$ cat config.mk
export PLATFORM = sky130hd
export DESIGN_NAME = msc_front
export DESIGN_NICKNAME = d
export VERILOG_FILES = /design/src/hdl/msc_pkg.sv /design/src/hdl/msc_front.sv
export VERILOG_INCLUDE_DIRS = /design/src /design/src/hdl
export SDC_FILE = /design/constraint.sdc
export NUM_CORES = 1
export LEC_CHECK = 0
export BUFFER_PORTS_ARGS = -buffer_cell sky130_fd_sc_hd__buf_2
export CORE_UTILIZATION = 40
export DETAILED_ROUTE_END_ITERATION = 8
export PLACE_DENSITY = 0.63
export SYNTH_ARGS = -nofsm -noshare
export SYNTH_HDL_FRONTEND = slang
export SYNTH_SLANG_ARGS = --single-unit
$ cat constraint.sdc
create_clock -name i_clk -period 5.76 [get_ports i_clk]
set_input_delay 1.152 -clock i_clk [delete_from_list [all_inputs] [get_ports i_clk]]
set_output_delay 1.152 -clock i_clk [all_outputs]
set_load 0.03 [all_outputs]
$ cat src/hdl/mips_subset_instruction_core_assert.svh
// assertion macros for the mips subset core
`ifndef MIPS_SUBSET_INSTRUCTION_CORE_ASSERT_SVH
`define MIPS_SUBSET_INSTRUCTION_CORE_ASSERT_SVH
// implication checked on every edge outside reset
`define MSC_ASSERT_IMP(label, clk, rst_n, pre, post) \
    label: assert property (@(posedge clk) disable iff (!rst_n) (pre) |-> (post)) \
        else $error("assertion failed");
// implication checked in the cycle after the antecedent
`define MSC_ASSERT_NEXT(label, clk, rst_n, pre, post) \
    label: assert property (@(posedge clk) disable iff (!rst_n) (pre) |=> (post)) \
        else $error("assertion failed");
`endif

$ cat src/hdl/msc_pkg.sv
// ----------------------------------------------------------------------------
// msc_pkg
// shared types and constants of the mips subset core
// ----------------------------------------------------------------------------
package msc_pkg;
    localparam int unsigned DataWordsDefault = 4096;
    localparam int unsigned RegCountDefault  = 32;
    localparam logic [31:0] GpReset     = 32'h1000_8000;
    localparam logic [31:0] DataBase    = 32'h1000_0000;
    localparam logic [31:0] StartReset  = 32'h0040_0000;
    localparam logic [31:0] StackReset  = 32'h1000_3ff0 + 32'h10;
    localparam logic [4:0]  RegGp = 5'd28;
    localparam logic [4:0]  RegSp = 5'd29;
    localparam logic [4:0]  RegRa = 5'd31;

    // decoded operation class handed from the front to the back
    typedef enum logic [4:0] {
        OP_NOP, OP_SLL, OP_SRA, OP_JR, OP_MFHI, OP_MFLO, OP_MULT, OP_DIV,
        OP_ADDU, OP_SUBU, OP_SLT, OP_J, OP_JAL, OP_BEQ, OP_BNE, OP_ADDIU,
        OP_ANDI, OP_LUI, OP_LW, OP_SW, OP_NL, OP_PRINT, OP_READ, OP_HALT,
        OP_BAD
    } t_op;

    typedef enum logic [1:0] {
        ACT_NONE = 2'd0, ACT_NEWLINE = 2'd1, ACT_PRINT = 2'd2, ACT_READ = 2'd3
    } t_action;

    typedef struct packed {
        t_op         op;
        logic [31:0] instr;
        logic [31:0] cval;
    } t_dec;

    typedef enum logic [2:0] {
        ST_IDLE, ST_MEM, ST_MUL, ST_DIV, ST_DIVFIX, ST_OUT
    } t_state;

    typedef struct packed {
        logic [31:0] next_pc;
        logic        halted;
        logic [1:0]  action;
        logic [31:0] print_value;
        logic        bad;
    } t_res;

    localparam logic [5:0] OpcSpecial = 6'h00;
    localparam logic [5:0] OpcJ     = 6'h02;
    localparam logic [5:0] OpcJal   = 6'h03;
    localparam logic [5:0] OpcBeq   = 6'h04;
    localparam logic [5:0] OpcBne   = 6'h05;
    localparam logic [5:0] OpcAddiu = 6'h09;
    localparam logic [5:0] OpcAndi  = 6'h0c;
    localparam logic [5:0] OpcLui   = 6'h0f;
    localparam logic [5:0] OpcTrap  = 6'h1a;
    localparam logic [5:0] OpcLw    = 6'h23;
    localparam logic [5:0] OpcSw    = 6'h2b;
    localparam logic [5:0] FnSll  = 6'h00;
    localparam logic [5:0] FnSra  = 6'h03;
    localparam logic [5:0] FnJr   = 6'h08;
    localparam logic [5:0] FnMfhi = 6'h10;
    localparam logic [5:0] FnMflo = 6'h12;
    localparam logic [5:0] FnMult = 6'h18;
    localparam logic [5:0] FnDiv  = 6'h1a;
    localparam logic [5:0] FnAddu = 6'h21;
    localparam logic [5:0] FnSubu = 6'h23;
    localparam logic [5:0] FnSlt  = 6'h2a;
    localparam logic [3:0] TrNewline = 4'h0;
    localparam logic [3:0] TrPrint   = 4'h1;
    localparam logic [3:0] TrRead    = 4'h5;

    function automatic t_op decode(input logic [31:0] w);
        t_op o;
        o = OP_BAD;
        case (w[31:26])
            OpcSpecial: begin
                case (w[5:0])
                    FnSll:  o = OP_SLL;
                    FnSra:  o = OP_SRA;
                    FnJr:   o = OP_JR;
                    FnMfhi: o = OP_MFHI;
                    FnMflo: o = OP_MFLO;
                    FnMult: o = OP_MULT;
                    FnDiv:  o = OP_DIV;
                    FnAddu: o = OP_ADDU;
                    FnSubu: o = OP_SUBU;
                    FnSlt:  o = OP_SLT;
                    default: o = OP_BAD;
                endcase
            end
            OpcJ:     o = OP_J;
            OpcJal:   o = OP_JAL;
            OpcBeq:   o = OP_BEQ;
            OpcBne:   o = OP_BNE;
            OpcAddiu: o = OP_ADDIU;
            OpcAndi:  o = OP_ANDI;
            OpcLui:   o = OP_LUI;
            OpcLw:    o = OP_LW;
            OpcSw:    o = OP_SW;
            OpcTrap: begin
                case (w[3:0])
                    TrNewline: o = OP_NL;
                    TrPrint:   o = OP_PRINT;
                    TrRead:    o = OP_READ;
                    default:   o = OP_HALT;
                endcase
            end
            default: o = OP_BAD;
        endcase
        return o;
    endfunction
endpackage

$ cat src/hdl/msc_front.sv
// ----------------------------------------------------------------------------
// msc_front
// accepts instruction transfers, decodes them and queues them for the back
// ----------------------------------------------------------------------------
module msc_front import msc_pkg::*; (
    input  logic        i_clk,
    input  logic        i_rst_n,
    input  logic        i_valid,
    output logic        o_ready,
    input  logic [31:0] i_instr,
    input  logic [31:0] i_cval,
    output logic        o_valid,
    input  logic        i_ready,
    output t_dec        o_dec
);
    // two-entry queue
    t_dec        r_q [2];
    logic        r_wp, r_rp;
    logic [1:0]  r_cnt;
    logic        w_push, w_pop;

    assign o_ready = (r_cnt != 2'd2);
    assign o_valid = (r_cnt != 2'd0);
    assign o_dec   = r_q[r_rp];
    assign w_push  = i_valid && o_ready;
    assign w_pop   = o_valid && i_ready;

    always_ff @(posedge i_clk) begin
        if (w_push) begin
            r_q[r_wp].op    <= decode(i_instr);
            r_q[r_wp].instr <= i_instr;
            r_q[r_wp].cval  <= i_cval;
        end
    end

    always_ff @(posedge i_clk) begin
        if (!i_rst_n) begin
            r_wp <= 1'b0; r_rp <= 1'b0; r_cnt <= 2'd0;
        end else begin
            if (w_push) r_wp <= ~r_wp;
            if (w_pop)  r_rp <= ~r_rp;
            r_cnt <= r_cnt + {1'b0, w_push} - {1'b0, w_pop};
        end
    end

    `include "mips_subset_instruction_core_assert.svh"
    `MSC_ASSERT_IMP(a_no_overflow, i_clk, i_rst_n, r_cnt == 2'd2, !w_push)
    `MSC_ASSERT_NEXT(a_cnt_push, i_clk, i_rst_n, w_push && !w_pop, r_cnt == $past(r_cnt) + 2'd1)
    `MSC_ASSERT_IMP(a_cnt_range, i_clk, i_rst_n, 1'b1, r_cnt != 2'd3)
endmodule

# After elaboration in Yosys (flattened, before gate mapping)
# Memories as Yosys holds them, arrays and structs flattened. A register that Yosys moved wholly into a read port is not among the register bits.
# Index checks and enable logic that the tools add are counted.
dict set report totals {
  regBits 4
  ramBits 138
  in_bits 68
  out_inout_bits 71
  mem_count 1
}
dict set report classes {
  addsub 2
  n_eq_ne 22
  mux 8
  n_bitwise 2
  reduce_logical 6
}
# memory words width read_ports rd_ports_with_merged_regs wr line
set mem_list {}
lappend mem_list {r_q 2 69 1 1 1 msc_front.sv:17} ;# t_dec r_q [2];
# cell n
set op_table {}
lappend op_table {{case mux 5 bit (11 select lines)} 1}
lappend op_table {{case mux 5 bit (10 select lines)} 1}
lappend op_table {{== test 6 x 5 -> 1 bit, second input constant} 5}
lappend op_table {{== test 6 bit, second input constant} 5}
lappend op_table {{== test 6 x 4 -> 1 bit, second input constant} 4}
lappend op_table {{== test 6 x 2 -> 1 bit, second input constant} 3}
lappend op_table {{== test 6 x 3 -> 1 bit, second input constant} 2}
lappend op_table {{logical NOT 6 bit} 2}
lappend op_table {{case mux 2 bit (3 select lines)} 1}
lappend op_table {{2-to-1 mux 5 bit} 1}
lappend op_table {{== test 4 x 1 -> 1 bit, second input constant} 1}
lappend op_table {{== test 4 x 3 -> 1 bit, second input constant} 1}
lappend op_table {{logical NOT 4 bit} 1}
lappend op_table {{2-to-1 mux 1 bit} 4}
lappend op_table {{adder 2 x 1 -> 2 bit} 1}
lappend op_table {{logical AND 1 bit} 2}
lappend op_table {{inequality test 2 bit, second input constant} 1}
lappend op_table {{NOT 1 bit} 2}
lappend op_table {{nonzero test 2 bit} 1}
lappend op_table {{subtractor 2 x 1 -> 2 bit} 1}

# Logic depth before layout (Yosys ltp)
dict set report logic_depth {
  word_depth 4
  depth_mapped 8
}

# Worst setup path after synthesis
# No wires, ideal clock.
dict set report synth_timing {
  path_type {input to register}
  startpoint {input i_valid}
  endpoint {memory r_q[0][0] in the netlist's numbering, enable pin}
  setup_time_ps 497
  arrival_time_ps 4141
  setup_slack_ps 1122
  path_stages 2
  cell_sequence {nand2_1 > nor2_1}
}
dict set report synth_via {
  elab_chain_len 3
}
# item line
set synth_lines {}
lappend synth_lines {{from (decl)} msc_front.sv:8} ;# input logic i_valid,
lappend synth_lines {{logical AND 1 bit} msc_front.sv:25} ;# assign w_push = i_valid && o_ready;
lappend synth_lines {{2-to-1 mux 1 bit} msc_front.sv:29} ;# if (w_push) begin
lappend synth_lines {{2-to-1 mux 1 bit (not written as such)} msc_front.sv:32} ;# r_q[r_wp].cval <= i_cval;
lappend synth_lines {{to (decl)} msc_front.sv:17}
# Every way passes these cells.

==> impl_metrics.env <==
export IMPL_p_per_area_mw_per_mm2=480.8
export IMPL_whs_ns=0.5390
export IMPL_place_gp_congestion=0.8250
export IMPL_syn_area_mm2=0.005632
export IMPL_reg2reg_depth=4
export IMPL_clock_fmax_mhz=314.4
export IMPL_hp_class="flop to flop"
export IMPL_setup_viol=0
export IMPL_cp_required_ns=4.61
export IMPL_clockRootBuffer="clkbuf_16"
export IMPL_grt_max_degree=70
export IMPL_std_cell_rows=42
export IMPL_drt_iter0_markers=161
export IMPL_synthTopCellsByArea="edfxtp_1, mux2_2, dfxtp_1"
export IMPL_cts_hold_buf=0
export IMPL_fin_ws_ns=2.579
export IMPL_chipHeight_um=120.7
export IMPL_route_detailed_drc=0
export IMPL_r2r_start="r_cnt[0]"
export IMPL_syn_inst=304
export IMPL_synth_nets=374
export IMPL_dp_hpwl_mm=6.352
export IMPL_tritoncts="done"
export IMPL_whs_path_depth=2
export IMPL_synth_edf_count=138
export IMPL_seq_area_frac_synth=0.7536
export IMPL_final_nets=519
export IMPL_ys_ff_latch=143
export IMPL_io_pin_count=139
export IMPL_slew_viol_final=0
export IMPL_finalCritPeriodShare=0.5523
export IMPL_io_buffers=138
export IMPL_hold_start="r_rp"
export IMPL_wire_per_inst_um=15.82
export IMPL_tightestPinTransition_ns=1.002
export IMPL_numClockSinks=143
export IMPL_htreeDepth=4
export IMPL_fin_tns_setup_ns=0
export IMPL_yosys_top_cells_count="edfxtp_1, mux2_2"
export IMPL_yosys_area_top_type_share=0.7358
export IMPL_peakVddDrop_mv=0.1695
export IMPL_post_cts_buffers=0
export IMPL_p_leak_nw=2.613
export IMPL_clkTransAtPathRegs_ns=0.05
export IMPL_total_power_w=0.003429
export IMPL_rrSetupSlack_ns=3.39
export IMPL_syn_area_per_cell_um2=18.53
export IMPL_clockBufferDepth=2
export IMPL_cts_buffers=17
export IMPL_syn_to_final_growth_pct=26.62
export IMPL_drive_above_1_share=0.5293
export IMPL_vias=3121
export IMPL_die_area_mm2=0.01456
export IMPL_finalHoldViolations=0
export IMPL_reg2reg_to="r_q[0][38]"
export IMPL_synth_warnings=0
export IMPL_crit_type="flop to primary output"
export IMPL_cap_violations=0
export IMPL_yosysMostFrequentCell="edfxtp_1"
export IMPL_dr_pass1_iters=4
export IMPL_track_usage=0.1444
export IMPL_crit_fanout=69
export IMPL_ctsResizeCount=0
export IMPL_status="complete, no violations"
export IMPL_finalWirelength_mm=10.08
export IMPL_via_per_inst=4.900
export IMPL_die_w_um=120.7
export IMPL_grt_ovfl_total=0
export IMPL_start_util=0.4170
export IMPL_dpl_worst_slack_ns=2.553
export IMPL_grt_pass1_vias=3123
export IMPL_ys_flop_type="edfxtp_1"
export IMPL_fp_coreArea_mm2=0.01351
export IMPL_clock_latency_ns=0.41
export IMPL_startpoint_type="flop"
export IMPL_yosysTopAreaCell="edfxtp_1"
export IMPL_cp_end_kind="primary output"
export IMPL_synthDistinctLibCells=43
export IMPL_cp_arrival_ns=2.03
export IMPL_ant_nets=0
export IMPL_synth_async_sr_flop_share=0
export IMPL_antenna_cells=0
export IMPL_antenna_found_initial=0
export IMPL_postLayoutCoreUtil=0.5280
export IMPL_grt_setup_unrepaired="no"
export IMPL_skew_ns=0.005890
export IMPL_min_period_ns=3.181
export IMPL_timing_slew_headroom=0.3317
export IMPL_grt_pass1_wl_mm=15.45
==> registers in the layout (all words and copies together), names as in the netlist, named ones only <==
register  flops
r_q         138
r_cnt         2
r_rp          1
r_wp          1
==> cell type report <==
class / count / area, µm²
inverters: 2 / 7.507
clock inverters: 13 / 193.9
flip-flops and latches: 143 / 4248
repair buffers: 139 / 698.2
clock buffers: 18 / 429.2
fillers: 1101 / 6375
multi-input cells: 146 / 1334
well taps: 176 / 220.2
==> per-stage QoR <==
step	instance area [µm²]	cells
3_5_place_dp	6507	606
2_1_floorplan	5632	304
3_3_place_gp	6507	606
4_1_cts	7131	637
6_report	7131	637
5_1_grt	7131	637
==> kinds of logic after synthesis <==
kind of cell    after synthesis  share of synthesized area
buf+inv                      15                    0.01177
mux                          71                     0.1417
compound gates               20                    0.02711
simple gates                 46                    0.05043
flops                       143                     0.7536
xor+xnor                      7                    0.01089
fa+ha+maj                     2                   0.004443
==> routing by layer <==
layer,global-route usage,wire length (µm),up-vias
li1,-,-,1478
met1,0.1724,4357,1514
met2,0.2331,4896,112
met3,0.05425,663,17
met4,0.06250,161,0
met5,0,0,-
==> power by group <==
part | switching, W | leakage (nW) | internal, W
registers | 0.0000945 | 1.33 | 0.00132
clock network | 0.000391 | 0.306 | 0.000760
logic | 0.000548 | 0.980 | 0.000314
total | 0.00103 | 2.61 | 0.00240
==> placed cells by master, fill, tap and decap left out, types with 5 or more instances in the layout <==
master	n
edfxtp_1	138
bufinv_16	5
xnor2_1	6
nor2_1	5
clkbuf_16	17
mux2_2	70
nand2_1	5
nand2b_1	5
nor2b_1	6
buf_2	138
==> worst max-delay path: stages, from the launching register on <==
cell     delay [ns]
dfxtp_4        0.98
mux2_2         0.43
buf_2          0.18
==> worst max path at each step <==
stage / startpoint / cells past startpoint / to
2_1_floorplan: i_valid / 2 / r_q[0][0]
3_3_place_gp: i_valid / 4 / r_q[0][43]
3_5_place_dp: i_valid / 4 / r_q[0][43]
4_1_cts: flop / 2 / o_dec[64]
5_1_grt: flop / 2 / o_dec[62]
6_report: flop / 2 / o_dec[57]
No activity file was read; power rests on OpenSTA's default activity.
